==> src/sv/tcc_pkg.sv <==
package tcc_pkg;

    localparam int MAX_TAPS = 6;
    localparam int DOTS_W = 6;
    localparam int CNT_W = 5;
    localparam logic [DOTS_W-1:0] DOTS_MAX = 6'd63;

    localparam logic [7:0] CH_DOT   = 8'h2E;
    localparam logic [7:0] CH_SPACE = 8'h20;
    localparam logic [7:0] CH_LOW_A = 8'h61;
    localparam logic [7:0] CH_LOW_Z = 8'h7A;
    localparam logic [7:0] CH_UP_A  = 8'h41;
    localparam logic [7:0] CH_UP_Z  = 8'h5A;
    localparam logic [7:0] CH_LOW_K = 8'h6B;
    localparam logic [7:0] CH_LOW_C = 8'h63;
    localparam logic [7:0] CASE_OFFSET = 8'h20;

    localparam logic [1:0] REG_MODE = 2'd0;
    localparam logic [1:0] REG_TAPS = 2'd1;

    localparam logic [7:0] SQUARE [25] = '{
        8'h61, 8'h62, 8'h63, 8'h64, 8'h65,
        8'h66, 8'h67, 8'h68, 8'h69, 8'h6A,
        8'h6C, 8'h6D, 8'h6E, 8'h6F, 8'h70,
        8'h71, 8'h72, 8'h73, 8'h74, 8'h75,
        8'h76, 8'h77, 8'h78, 8'h79, 8'h7A
    };

    typedef enum logic [2:0] {
        SEL_NONE,
        SEL_DOT,
        SEL_SPACE,
        SEL_SPACE_LAST,
        SEL_LETTER
    } out_sel_t;

    typedef struct packed {
        logic     accept;
        logic     load_row;
        logic     load_col;
        logic     cnt_dec;
        out_sel_t emit;
    } cmd_t;

    typedef struct packed {
        logic mode;
        logic is_letter;
        logic is_dot;
        logic in_column;
        logic slot_free;
        logic cnt_one;
    } status_t;

    function automatic logic [2:0] pos_row(input logic [4:0] idx);
        logic [2:0] r;
        if (idx < 5'd5) r = 3'd1;
        else if (idx < 5'd10) r = 3'd2;
        else if (idx < 5'd15) r = 3'd3;
        else if (idx < 5'd20) r = 3'd4;
        else r = 3'd5;
        return r;
    endfunction

    function automatic logic [2:0] pos_col(input logic [4:0] idx);
        logic [4:0] base;
        logic [4:0] diff;
        base = 5'(({2'b00, pos_row(idx)} - 5'd1) * 5'd5);
        diff = idx - base;
        return 3'(diff + 5'd1);
    endfunction

    // Quotient of a dot count by the tap multiplier, saturating at MAX_TAPS.
    function automatic logic [2:0] tap_quot(input logic [DOTS_W-1:0] n, input logic [2:0] t);
        logic [2:0] q;
        q = 3'd0;
        for (int k = 1; k <= MAX_TAPS; k++) begin
            if ({1'b0, n} >= 7'(7'(k) * {4'b0000, t})) begin
                q = 3'(k);
            end
        end
        return q;
    endfunction

endpackage

==> src/sv/tcc_datapath.sv <==
module tcc_datapath
    import tcc_pkg::*;
(
    input  logic        clk,
    input  logic        rst_n,
    input  logic        cfg_valid,
    output logic        cfg_ready,
    input  logic [1:0]  cfg_addr,
    input  logic [7:0]  cfg_data,
    input  logic [7:0]  in_char,
    input  cmd_t        cmd,
    output status_t     status,
    output logic        out_valid,
    input  logic        out_stall,
    output logic [7:0]  out_char,
    output logic        last,
    output logic        error
);

    logic              mode_reg;
    logic [2:0]        taps_reg;
    logic [2:0]        taps_next;
    logic [DOTS_W-1:0] row_dots_reg;
    logic [DOTS_W-1:0] row_dots_next;
    logic [DOTS_W-1:0] col_dots_reg;
    logic [DOTS_W-1:0] col_dots_next;
    logic              in_column_reg;
    logic              in_column_next;
    logic [CNT_W-1:0]  dot_cnt_reg;
    logic [CNT_W-1:0]  dot_cnt_next;
    logic [2:0]        enc_col_reg;
    logic              out_valid_reg;
    logic              out_valid_next;
    logic [7:0]        out_char_reg;
    logic [7:0]        out_char_next;
    logic              out_last_reg;
    logic              out_last_next;
    logic              out_error_reg;
    logic              out_error_next;

    logic [7:0] lower_ch;
    logic [7:0] folded_ch;
    logic [4:0] letter_idx;
    logic [4:0] raw_idx;
    logic [2:0] enc_row;
    logic [2:0] enc_col;
    logic [2:0] dec_row;
    logic [2:0] dec_col;
    logic       dec_ok;
    logic [4:0] sq_idx;
    logic       slot_free;

    assign cfg_ready = 1'b1;

    always_comb
    begin
        lower_ch = in_char;
        if (in_char inside {[CH_UP_A:CH_UP_Z]}) begin
            lower_ch = in_char + CASE_OFFSET;
        end
        folded_ch = (lower_ch == CH_LOW_K) ? CH_LOW_C : lower_ch;
        raw_idx = 5'(folded_ch - CH_LOW_A);
        letter_idx = (raw_idx > 5'd10) ? raw_idx - 5'd1 : raw_idx;
        enc_row = pos_row(letter_idx);
        enc_col = pos_col(letter_idx);
    end

    always_comb
    begin
        dec_row = tap_quot(row_dots_reg, taps_reg);
        dec_col = tap_quot(col_dots_reg, taps_reg);
        dec_ok = (dec_row inside {[3'd1:3'd5]}) && (dec_col inside {[3'd1:3'd5]});
        sq_idx = 5'(({2'b00, dec_row} - 5'd1) * 5'd5 + {2'b00, dec_col} - 5'd1);
    end

    assign slot_free = !out_valid_reg || !out_stall;

    always_comb
    begin
        status.mode = mode_reg;
        status.is_letter = lower_ch inside {[CH_LOW_A:CH_LOW_Z]};
        status.is_dot = (in_char == CH_DOT);
        status.in_column = in_column_reg;
        status.slot_free = slot_free;
        status.cnt_one = (dot_cnt_reg == CNT_W'(1));
    end

    always_comb
    begin
        taps_next = cfg_data[2:0];
        if (taps_next == 3'd0) taps_next = 3'd1;
        if (taps_next > 3'(MAX_TAPS)) taps_next = 3'(MAX_TAPS);
    end

    always_comb
    begin
        row_dots_next = row_dots_reg;
        col_dots_next = col_dots_reg;
        in_column_next = in_column_reg;
        if (cmd.accept && mode_reg) begin
            if (in_char == CH_DOT) begin
                if (!in_column_reg && row_dots_reg != DOTS_MAX) begin
                    row_dots_next = row_dots_reg + DOTS_W'(1);
                end
                if (in_column_reg && col_dots_reg != DOTS_MAX) begin
                    col_dots_next = col_dots_reg + DOTS_W'(1);
                end
            end else if (!in_column_reg) begin
                in_column_next = 1'b1;
            end
        end
        if (cmd.emit == SEL_LETTER) begin
            row_dots_next = '0;
            col_dots_next = '0;
            in_column_next = 1'b0;
        end
    end

    always_comb
    begin
        dot_cnt_next = dot_cnt_reg;
        if (cmd.load_row) begin
            dot_cnt_next = CNT_W'(enc_row * taps_reg);
        end else if (cmd.load_col) begin
            dot_cnt_next = CNT_W'(enc_col_reg * taps_reg);
        end else if (cmd.cnt_dec) begin
            dot_cnt_next = dot_cnt_reg - CNT_W'(1);
        end
    end

    always_comb
    begin
        out_char_next = out_char_reg;
        out_last_next = out_last_reg;
        out_error_next = out_error_reg;
        out_valid_next = out_valid_reg && out_stall;
        case (cmd.emit)
            SEL_NONE:
            begin
            end
            SEL_DOT:
            begin
                out_char_next = CH_DOT;
                out_last_next = 1'b0;
                out_error_next = 1'b0;
                out_valid_next = 1'b1;
            end
            SEL_SPACE:
            begin
                out_char_next = CH_SPACE;
                out_last_next = 1'b0;
                out_error_next = 1'b0;
                out_valid_next = 1'b1;
            end
            SEL_SPACE_LAST:
            begin
                out_char_next = CH_SPACE;
                out_last_next = 1'b1;
                out_error_next = 1'b0;
                out_valid_next = 1'b1;
            end
            SEL_LETTER:
            begin
                out_char_next = dec_ok ? SQUARE[sq_idx] : 8'h00;
                out_last_next = 1'b1;
                out_error_next = !dec_ok;
                out_valid_next = 1'b1;
            end
            default:
            begin
            end
        endcase
    end

    always_ff @(posedge clk or negedge rst_n)
    begin
        if (!rst_n) begin
            mode_reg <= 1'b0;
            taps_reg <= 3'd1;
            row_dots_reg <= '0;
            col_dots_reg <= '0;
            in_column_reg <= 1'b0;
            dot_cnt_reg <= '0;
            out_valid_reg <= 1'b0;
        end else begin
            if (cfg_valid && cfg_addr == REG_MODE) mode_reg <= cfg_data[0];
            if (cfg_valid && cfg_addr == REG_TAPS) taps_reg <= taps_next;
            row_dots_reg <= row_dots_next;
            col_dots_reg <= col_dots_next;
            in_column_reg <= in_column_next;
            dot_cnt_reg <= dot_cnt_next;
            out_valid_reg <= out_valid_next;
        end
    end

    always_ff @(posedge clk)
    begin
        if (cmd.load_row) enc_col_reg <= enc_col;
        out_char_reg <= out_char_next;
        out_last_reg <= out_last_next;
        out_error_reg <= out_error_next;
    end

    assign out_valid = out_valid_reg;
    assign out_char = out_char_reg;
    assign last = out_last_reg;
    assign error = out_error_reg;

    a_emit_needs_slot: assert property (@(posedge clk) disable iff (!rst_n)
        (cmd.emit != SEL_NONE) |-> slot_free)
        else $error("Result loaded while the output register is still occupied.");

    a_dot_count_live: assert property (@(posedge clk) disable iff (!rst_n)
        (cmd.emit == SEL_DOT) |-> (dot_cnt_reg != '0))
        else $error("Dot emitted with an empty dot counter.");

    a_letter_clears: assert property (@(posedge clk) disable iff (!rst_n)
        (cmd.emit == SEL_LETTER) |=> (row_dots_reg == '0 && col_dots_reg == '0 && !in_column_reg))
        else $error("Decode counts not cleared after a letter.");

endmodule

==> src/sv/tcc_ctrl.sv <==
module tcc_ctrl
    import tcc_pkg::*;
(
    input  logic    clk,
    input  logic    rst_n,
    input  logic    in_valid,
    output logic    in_stall,
    input  status_t status,
    output cmd_t    cmd
);

    typedef enum logic [5:0] {
        ST_IDLE     = 6'b000001,
        ST_ROW_DOTS = 6'b000010,
        ST_ROW_SP   = 6'b000100,
        ST_COL_DOTS = 6'b001000,
        ST_COL_SP   = 6'b010000,
        ST_DEC_OUT  = 6'b100000
    } state_t;

    state_t state_reg;
    state_t state_next;

    assign in_stall = (state_reg != ST_IDLE);

    always_comb
    begin
        state_next = state_reg;
        cmd.accept = 1'b0;
        cmd.load_row = 1'b0;
        cmd.load_col = 1'b0;
        cmd.cnt_dec = 1'b0;
        cmd.emit = SEL_NONE;
        case (state_reg)
            ST_IDLE:
            begin
                if (in_valid) begin
                    cmd.accept = 1'b1;
                    if (!status.mode && status.is_letter) begin
                        cmd.load_row = 1'b1;
                        state_next = ST_ROW_DOTS;
                    end else if (status.mode && !status.is_dot && status.in_column) begin
                        state_next = ST_DEC_OUT;
                    end
                end
            end
            ST_ROW_DOTS:
            begin
                if (status.slot_free) begin
                    cmd.emit = SEL_DOT;
                    cmd.cnt_dec = 1'b1;
                    if (status.cnt_one) state_next = ST_ROW_SP;
                end
            end
            ST_ROW_SP:
            begin
                if (status.slot_free) begin
                    cmd.emit = SEL_SPACE;
                    cmd.load_col = 1'b1;
                    state_next = ST_COL_DOTS;
                end
            end
            ST_COL_DOTS:
            begin
                if (status.slot_free) begin
                    cmd.emit = SEL_DOT;
                    cmd.cnt_dec = 1'b1;
                    if (status.cnt_one) state_next = ST_COL_SP;
                end
            end
            ST_COL_SP:
            begin
                if (status.slot_free) begin
                    cmd.emit = SEL_SPACE_LAST;
                    state_next = ST_IDLE;
                end
            end
            ST_DEC_OUT:
            begin
                if (status.slot_free) begin
                    cmd.emit = SEL_LETTER;
                    state_next = ST_IDLE;
                end
            end
            default:
            begin
                state_next = ST_IDLE;
            end
        endcase
    end

    always_ff @(posedge clk or negedge rst_n)
    begin
        if (!rst_n) begin
            state_reg <= ST_IDLE;
        end else begin
            state_reg <= state_next;
        end
    end

    a_letter_starts_run: assert property (@(posedge clk) disable iff (!rst_n)
        (state_reg == ST_IDLE && in_valid && !status.mode && status.is_letter)
        |=> (state_reg == ST_ROW_DOTS))
        else $error("Accepted letter did not start a dot run.");

    a_run_ends_last: assert property (@(posedge clk) disable iff (!rst_n)
        (state_reg == ST_COL_SP && status.slot_free) |=> (state_reg == ST_IDLE))
        else $error("Final space did not return the controller to idle.");

endmodule

==> src/sv/tap_code_codec.sv <==
// Encode: an accepted letter loads the dot counter and enters the row-dot state, then
// emits row*T + col*T + 2 results at one per cycle while the output slot is free; the
// next item is taken once the controller is back in idle after the last is loaded.
// Decode: dots and the first separator are taken in idle; the closing separator moves
// to the decode-output state, which loads its letter once the output slot is free.
// Asynchronous active-low reset: encode, T = 1, counts cleared.
module tap_code_codec
    import tcc_pkg::*;
(
    input  logic       clk,
    input  logic       rst_n,
    input  logic       cfg_valid,
    output logic       cfg_ready,
    input  logic [1:0] cfg_addr,
    input  logic [7:0] cfg_data,
    input  logic       in_valid,
    output logic       in_stall,
    input  logic [7:0] in_char,
    output logic       out_valid,
    input  logic       out_stall,
    output logic [7:0] out_char,
    output logic       last,
    output logic       error
);

    cmd_t    cmd;
    status_t status;

    tcc_ctrl u_ctrl (
        .clk      (clk),
        .rst_n    (rst_n),
        .in_valid (in_valid),
        .in_stall (in_stall),
        .status   (status),
        .cmd      (cmd)
    );

    tcc_datapath u_datapath (
        .clk       (clk),
        .rst_n     (rst_n),
        .cfg_valid (cfg_valid),
        .cfg_ready (cfg_ready),
        .cfg_addr  (cfg_addr),
        .cfg_data  (cfg_data),
        .in_char   (in_char),
        .cmd       (cmd),
        .status    (status),
        .out_valid (out_valid),
        .out_stall (out_stall),
        .out_char  (out_char),
        .last      (last),
        .error     (error)
    );

endmodule
==> config.mk <==
export PLATFORM = sky130hd
export DESIGN_NAME = tap_code_codec
export DESIGN_NICKNAME = d
export VERILOG_FILES = /design/src/sv/tcc_pkg.sv /design/src/sv/tcc_datapath.sv /design/src/sv/tcc_ctrl.sv /design/src/sv/tap_code_codec.sv
export SDC_FILE = /design/constraint.sdc
export NUM_CORES = 1
export LEC_CHECK = 0
export ABC_AREA = 1
export BUFFER_PORTS_ARGS = -buffer_cell sky130_fd_sc_hd__buf_2
export CAP_MARGIN = 0
export CORE_UTILIZATION = 55
export DETAILED_ROUTE_END_ITERATION = 10
export HOLD_SLACK_MARGIN = 0.02
export PLACE_DENSITY = 0.74
export SYNTH_ARGS = -nofsm -noshare
export SYNTH_HDL_FRONTEND = slang
export SYNTH_SLANG_ARGS = --single-unit
export TNS_END_PERCENT = 10
==> constraint.sdc <==
create_clock -name clk -period 7 [get_ports clk]
set_input_delay 0.35 -clock clk [delete_from_list [all_inputs] [get_ports clk]]
set_output_delay 0.35 -clock clk [all_outputs]
set_load 0.01 [all_outputs]
### Yosys cells after proc, flatten, opt, wreduce, memory -nomap -nowiden

Memory sizes are Yosys's and may differ from the RTL's.
Index checks and enable logic that the tools add are counted.

| storage, ports and cells | value |
|---|---|
| input port bits | 23 |
| memories kept | 1 |
| register bits after elaboration | 42 |
| output and inout bits | 13 |
| bits in read-only memories | 256 |

Memories:

| name | words | bits a word | rd ports | clocked after Yosys merged registers in | wr ports | line | source |
|---|---|---|---|---|---|---|---|
| (name not given) | 32 | 8 | 1 | 0 | 0 | tcc_datapath.sv:164 | `out_char_next = dec_ok ? SQUARE[sq_idx] : 8'h00;` |

| cells by class | value |
|---|---|
| reduce and logical (&&, ||, !) cells | 42 |
| magnitude comparators | 27 |
| bitwise operators | 1 |
| equality and inequality tests | 26 |
| $add $sub $neg | 12 |
| mux-type cells | 63 |
| $mul | 7 |

Operator list:

| operator | number |
|---|---|
| $mux 6 | 17 |
| $mux 3 | 12 |
| $mux 8 | 4 |
| $pmux 6 s5 | 1 |
| $mux 5 | 5 |
| $ge 6x5->1 | 4 |
| $ge 6x6->1 | 4 |
| $pmux 8 s3 | 1 |
| $sub 5x1->5 const B | 4 |
| $ge 8x7->1 const B | 2 |
| $le 8x7->1 const B | 2 |
| $mux 2 | 8 |
| $logic_and 1x1->1 | 14 |
| $add 6x1->6 const B | 2 |
| $ge 6x3->1 | 2 |
| $ge 6x4->1 | 2 |
| $ne 6x6->1 const B | 2 |
| $pmux 3 s4 | 1 |
| $reduce_bool 2->1 | 6 |
| $mux 1 | 11 |
| $lt 5x4->1 const B | 2 |
| $mul 2x3->5 const A | 2 |
| $mul 3x3->5 | 2 |
| $ne 2x1->1 const B | 5 |
| 45 further kinds | 63 |

### Logic depth before layout (Yosys ltp)

Gate-level depths: netlist of run 1.

| logic depth | value |
|---|---|
| depth after elaboration | 17 |
| mapped depth | 36 |

### Modules after synthesis

A second synthesis of run 1 with hierarchy kept.

| unflattened totals | value |
|---|---|
| cells, all modules | 673 |
| area, all modules | 4959.8 sq um |

By module, submodules not included:

| module | area each (sq um) | cells an instance | times used | sequential area each (sq um) |
|---|---|---|---|---|
| tcc_datapath | 4446.8 | 603 | 1 | 937.1 |
| tcc_ctrl | 513.0 | 70 | 1 | 151.4 |

### Worst setup path before layout of run 1

Ideal clock, no wire load.

| path | value |
|---|---|
| kind | flip-flop to flip-flop |
| start point | reg u_datapath.taps_reg[1] |
| end point | reg u_datapath.out_char_reg[1] (netlist: u_datapath.out_char[1]), data pin |
| setup time | 0.264 ns |
| path buffers | 0 |
| data arrival time | 5.113 ns |
| stages on the path, launching flop included | 28 |
| slack | 1.624 ns |
| clock period less this slack | 5.376 ns |
| cells stage by stage | dfrtp_1 -> ha_1 -> fa_1 -> xnor2_1 -> ha_1 -> nand2_1 -> inv_1 -> a221oi_1 -> o311ai_0 -> inv_1 -> nand2_1 -> ha_1 -> ha_1 -> inv_1 -> ha_1 -> inv_1 -> fa_1 -> inv_1 -> ha_1 -> a21oi_1 -> nor2_1 -> nor2_1 -> xnor2_1 -> or2_0 -> nand2_1 -> inv_1 -> o311ai_1 -> nand2_1 |

| on the way | value |
|---|---|
| cells in the longest elaborated chain, start to end | 17 |
| elaborated cells on any way between the ends | 44 |

RTL lines:

| what | line | source |
|---|---|---|
| from (decl) | tcc_datapath.sv:21 | `logic [2:0] taps_reg;` |
| from (signal assigned) | tcc_datapath.sv:187 | `if (cfg_valid && cfg_addr == REG_TAPS) taps_reg <= taps_next;` |
| branches (longest 15 deep; another with $mem_v2 32x8) | n/a |  |
| $mux 8 * | tcc_datapath.sv:164 |  |
| $pmux 8 s3 * | tcc_datapath.sv:137 | `case (cmd.emit)` |
| named net u_datapath.out_char_next[1] | tcc_datapath.sv:35 | `logic [7:0] out_char_next;` |
| to (signal assigned) | tcc_datapath.sv:199 | `out_char_reg <= out_char_next;` |
| to (decl) | tcc_datapath.sv:34 | `logic [7:0] out_char_reg;` |

Mark *: on every way through the listed nets, which the timed path passes. The select of a mux whose other input is x is not followed.
A chain may end at the register's enable or synchronous reset.

### Worst setup path after layout of run 1

Same ends and word-level chain as after synthesis.

==> results of run 1 <==
[path summary, 6_finish.rpt]
path	endpoint	start	slack [ns]
min in group clk	u_datapath.taps_reg[0]	cfg_data[0]	0.30
max	u_datapath.out_char[1]	u_datapath.taps_reg[1]	0.96
max in group asynchronous	u_datapath.taps_reg[2]	rst_n	6.50
min	u_datapath.dot_cnt_reg[2]	rst_n	0.06
min reg2reg	u_ctrl.state_reg[0]	u_ctrl.state_reg[0]	0.50
max reg2reg	u_datapath.out_char[1]	u_datapath.taps_reg[1]	0.96
[synthesized netlist by cell type, drive strengths merged (7+ instances only)]
cell type  instances
nand2            130
nor3              16
nand3             36
a21oi             29
xnor2              9
fa                 7
ha                85
nor2              55
o21ai             48
inv              129
edfxtp            12
dfrtp             27
[per-stage QoR]
stage / instances / instance area [um^2] / hold slack, ns
after CTS: 791 / 5136 / 0.08209
after global routing: 791 / 5136 / 0.1091
after detailed placement: 783 / 5021 / 0.4174
after global placement: 783 / 5021 / 0.4033
after floorplan: 654 / 4772 / 0.05441
final: 791 / 5136 / 0.06423
[cell families (layout without fill, tap and decap cells)]
kind of cell | count (synthesis) | in the layout | share of synthesized area [%]
AOI/OAI and AO/OA | 115 | 115 | 14.26
xor gates and xnor gates | 15 | 15 | 2.753
adders and majority gates | 92 | 92 | 25.22
buffers and inverters | 133 | 165 | 10.62
DFF | 41 | 41 | 22.81
other | 2 | 2 | 0.1574
and+or+nand+nor | 256 | 256 | 24.17
[worst max-delay path, cell delays in order, from the launching register on]
cell      delay (ns)
dfrtp_1         0.59
inv_1           0.33
ha_1            0.30
a21oi_1         0.36
ha_1            0.33
nand2_1         0.11
inv_1           0.04
a221oi_1        0.25
o311ai_0        0.21
inv_1           0.11
nand2_1         0.12
ha_1            0.22
ha_1            0.30
inv_1           0.05
ha_1            0.26
inv_1           0.05
fa_1            0.55
inv_1           0.06
ha_1            0.28
a21oi_1         0.14
nor2_1          0.05
nor2_1          0.11
xnor2_1         0.10
or2_0           0.22
nand2_1         0.14
inv_1           0.11
o311ai_1        0.30
nand2_1         0.09
[layer usage]
metal | vias up | share of wire (%) | GRT usage, %
met5 | - | 0 | 0
met4 | 0 | 1.7 | 7.955
met3 | 14 | 2.8 | 3.589
met2 | 67 | 48 | 42.86
met1 | 1966 | 47 | 30.56
li1 | 2212 | - | -
[final cells by class]
type	count	area, um^2	area share (%)
multi-input cells	480	3177	61.85
flip-flops and latches	41	1089	21.19
inverters	129	484.2	9.428
repair buffers	28	140.1	2.728
well taps	105	131.4	2.558
clock buffers	5	68.82	1.340
clock inverters	3	46.29	0.9013
==> flow_metrics.env, run 1 <==
export IMPL_grt_max_degree=30
export IMPL_path_class="reg -> reg"
export IMPL_synth_avg_cell_area_um2=7.297
export IMPL_netlist_area_mm2=0.004772
export IMPL_drv_cap=0
export IMPL_clock_sinks=41
export IMPL_fin_setup_tns_ns=0
export IMPL_crit_required_ns=7.06
export IMPL_start_kind="flip-flop"
export IMPL_dieArea_mm2=0.009053
export IMPL_period_minus_slack_ns=6.038
export IMPL_fin_ws_ns=0.9617
export IMPL_drive_above_1_share_pct=9.767
export IMPL_overflow=0
export IMPL_cts_setup_buffers=0
export IMPL_layout_commonest_cell="inv_1"
export IMPL_rows=33
export IMPL_syn_inst=654
export IMPL_area_delta_synth_final_pct=7.630
export IMPL_status="finished clean"
export IMPL_layout_common_cells="inv_1, nand2_1, ha_1, nor2_1, o21ai_0"
export IMPL_initial_core_util_pct=57.50
export IMPL_drtIter0Drc=137
export IMPL_yosys_warnings=0
export IMPL_wl_per_cell_um=12.97
export IMPL_diodes=0
export IMPL_cts_made_buffers=5
export IMPL_synth_async_reset_ratio_pct=70.73
export IMPL_cts_root_buf="clkbuf_8"
export IMPL_ant_nets=0
export IMPL_fillCellCount=770
export IMPL_largest_reg_flops=7
export IMPL_netlist_area_leader_share_pct=22.29
export IMPL_synthTopCellsByArea="ha_1, dfrtp_1, inv_1"
export IMPL_synth_area_leader_cell="ha_1"
export IMPL_numPortBuffers=28
export IMPL_cts_tree="yes"
export IMPL_first_global_vias=4118
export IMPL_detailedRoute_firstPassIterationCount=5
export IMPL_min_path_type="in -> async"
export IMPL_gp_congestion=0.8732
export IMPL_fin_skew_ns=0.01324
export IMPL_fp_dieH_um=95.15
export IMPL_clk_latency_ns=0.31
export IMPL_crit_fanout=10
export IMPL_clk_path_buf_depth=2
export IMPL_ys_seq_area_share_pct=22.81
export IMPL_drv_slew=0
export IMPL_final_core_util_pct=61.89
export IMPL_tightest_slew_ns=0.8590
export IMPL_drt_total_wl_mm=10.26
export IMPL_setup_viol=0
export IMPL_finalCritPeriodShare_pct=86.26
export IMPL_syn_num_nets=769
export IMPL_drc_errors=0
export IMPL_preCtsSetupSlack_ns=0.9943
export IMPL_track_usage_pct=24.43
export IMPL_antenna_found_initial=0
export IMPL_htreeDepth=2
export IMPL_clock_fmax_mhz=165.6
export IMPL_reg2reg_depth=27
export IMPL_synth_edff_count=12
export IMPL_io_pins=36
export IMPL_die_w_um=95.15
export IMPL_rsz0062_at_grt="no"
export IMPL_slew_limit_headroom_pct=41.25
export IMPL_nets=800
export IMPL_hold_violations=0
export IMPL_ys_seq_elements=41
export IMPL_grt_pass1_wl_mm=17.57
export IMPL_ctsResizeCount=0
export IMPL_synth_cell_type_count=49
export IMPL_cp_end_kind="flip-flop"
export IMPL_vias_per_cell=5.384
export IMPL_cts_hold_buf=0
export IMPL_hpwl_mm=8.353
export IMPL_cp_arrival_ns=6.10
export IMPL_vias=4259
export IMPL_path_clk_slew_ns=0.09
export IMPL_ys_dominant_reg_cell="dfrtp_1"
export IMPL_core_area_mm2=0.008299
Power of run 1 is not shown: default switching activity piles up to over one toggle a cycle in this logic, so the estimate is an artifact.
==> run 2, diff against run 1 <==
ABC_AREA = unset   (was 1)
TNS_END_PERCENT = 30   (was 10)
==> run 2 against run 1 <==
Routed wire length is 3.6% lower. Critical endpoint unchanged. Maximum frequency is 7.1% lower. Core utilization is 0.49 points lower. Largest cell class unchanged. Cell count is 14% lower. Highest routed layer unchanged.
==> flow_metrics.env, run 2 <==
export IMPL_syn_num_nets=665
export IMPL_fp_dieH_um=96.05
export IMPL_cp_arrival_ns=6.54
export IMPL_layout_commonest_cell="ha_1"
export IMPL_track_usage_pct=23.70
export IMPL_clk_path_buf_depth=2
export IMPL_tightest_slew_ns=0.6906
export IMPL_vias=3977
export IMPL_rows=33
export IMPL_crit_fanout=11
export IMPL_gp_congestion=0.9097
export IMPL_grt_pass1_wl_mm=17.55
export IMPL_ctsResizeCount=0
export IMPL_ys_dominant_reg_cell="dfrtp_1"
export IMPL_die_w_um=96.05
export IMPL_period_minus_slack_ns=6.498
export IMPL_synthTopCellsByCount="ha_1, inv_1, nor2_1, nand2_1, a21oi_1"
export IMPL_cts_setup_buffers=0
export IMPL_drtIter0Drc=141
export IMPL_netlist_area_mm2=0.004865
export IMPL_synth_cell_type_count=77
export IMPL_cts_root_buf="clkbuf_8"
export IMPL_hold_violations=0
export IMPL_ys_seq_area_share_pct=22.38
export IMPL_drv_cap=0
export IMPL_synth_area_leader_cell="ha_1"
export IMPL_htreeDepth=2
export IMPL_vias_per_cell=5.857
export IMPL_fin_skew_ns=0.01067
export IMPL_antenna_found_initial=0
export IMPL_yosys_warnings=0
export IMPL_ys_seq_elements=41
export IMPL_dieArea_mm2=0.009225
export IMPL_ant_nets=0
export IMPL_synth_async_reset_ratio_pct=70.73
export IMPL_clock_fmax_mhz=153.9
export IMPL_wl_per_cell_um=14.56
export IMPL_hpwl_mm=7.910
export IMPL_final_core_util_pct=61.40
export IMPL_path_class="reg -> reg"
export IMPL_nets=688
export IMPL_final_area_mm2=0.005146
export IMPL_rsz0062_at_grt="no"
export IMPL_first_global_vias=3955
export IMPL_start_kind="flip-flop"
export IMPL_overflow=0
export IMPL_cts_tree="yes"
export IMPL_layout_common_cells="ha_1, inv_1, nor2_1, nand2_1, a21oi_1"
export IMPL_largest_reg_flops=7
export IMPL_fin_setup_tns_ns=0
export IMPL_detailedRoute_firstPassIterationCount=4
export IMPL_finalCritPeriodShare_pct=92.83
export IMPL_clock_sinks=41
export IMPL_setup_viol=0
export IMPL_grt_max_degree=30
export IMPL_cp_end_kind="flip-flop"
export IMPL_min_path_type="in -> async"
export IMPL_synthTopCellsByArea="ha_1, dfrtp_1, edfxtp_1"
export IMPL_fin_ws_ns=0.5016
export IMPL_status="finished clean"
export IMPL_clk_latency_ns=0.29
export IMPL_netlist_area_leader_share_pct=21.86
export IMPL_drt_total_wl_mm=9.886
export IMPL_area_delta_synth_final_pct=5.787
export IMPL_synth_edff_count=12
export IMPL_cts_hold_buf=0
export IMPL_numPortBuffers=28
export IMPL_yosysMostFrequentCell="ha_1"
export IMPL_drc_errors=0
export IMPL_path_clk_slew_ns=0.08
export IMPL_diodes=0
export IMPL_cts_made_buffers=5
export IMPL_slew_limit_headroom_pct=53.96
export IMPL_initial_core_util_pct=58.04
export IMPL_place_area_mm2=0.005065
export IMPL_crit_required_ns=7.04
export IMPL_drv_slew=0
export IMPL_core_area_mm2=0.008382
export IMPL_synth_avg_cell_area_um2=8.845
export IMPL_syn_inst=550
export IMPL_preCtsSetupSlack_ns=0.4989
export IMPL_io_pins=36
export IMPL_drive_above_1_share_pct=12.37
run 2: metal layers:
metal | vias up | wire (um) | GRT usage, %
li1 | 1995 | - | -
met1 | 1872 | 4611 | 31.18
met2 | 99 | 4791 | 41.02
met3 | 11 | 353 | 2.923
met4 | 0 | 130 | 5.970
met5 | - | 0 | 0
run 2: cells by family (layout without fill, tap and decap cells):
group                    count (synthesis)  after routing  synth area share (%)
adder cells (fa/ha/maj)                 94             94                 25.18
other                                    2              2                0.1544
AND/OR/NAND/NOR                        170            170                 18.03
multiplexers                            16             16                 3.678
flip-flops                              41             41                 22.38
AO/OA/AOI/OAI                          128            128                 18.24
XOR/XNOR                                37             37                 6.944
buffers and inverters                   62             86                 5.401
run 2: worst paths after layout:
path / from / endpoint / depth (start not counted) / slack (ns)
worst max register to register: u_datapath.taps_reg[1] / u_datapath.out_char[1] / 23 / 0.50
worst min-delay path: rst_n / u_ctrl.state_reg[4] / 1 / 0.07
worst max-delay path: u_datapath.taps_reg[1] / u_datapath.out_char[1] / 23 / 0.50
min in group clk: cfg_data[1] / u_datapath.taps_reg[1] / 2 / 0.31
worst min register to register: u_datapath.dot_cnt_reg[1] / u_datapath.dot_cnt_reg[1] / 2 / 0.55
max in group asynchronous: rst_n / u_datapath.mode_reg / 1 / 6.50
run 2: area by class of cell:
type / instances / area [um^2]
flip-flops and latches: 41 / 1089
multi-input cells: 447 / 3513
well taps: 105 / 131.4
repair buffers: 29 / 147.6
inverters: 49 / 183.9
clock inverters: 1 / 5.005
fillers: 724 / 3236
clock buffers: 7 / 76.32
run 2: critical path, stage by stage (launching register included):
cell and delay [ns]:
dfrtp_1 0.56, ha_1 0.31, fa_1 0.39, xnor2_1 0.36
ha_1 0.18, nand2_1 0.04, o21ai_0 0.47, nor2_1 0.12
o31ai_1 0.47, inv_1 0.13, ha_1 0.22, ha_1 0.28
inv_1 0.06, ha_1 0.27, inv_1 0.05, fa_1 0.55
inv_1 0.06, ha_1 0.28, a21o_1 0.17, a21oi_1 0.18
xnor2_1 0.19, xnor2_1 0.45, o21ai_0 0.17, a31o_2 0.27
run 2: stage by stage:
stage	hold slack, ns	std cells
6_report	0.07221	679
5_1_grt	0.1278	679
4_1_cts	0.1027	679
3_5_place_dp	0.4203	671
3_3_place_gp	0.4116	671
2_1_floorplan	0.05441	550
Power of run 2 is left out for the same reason.
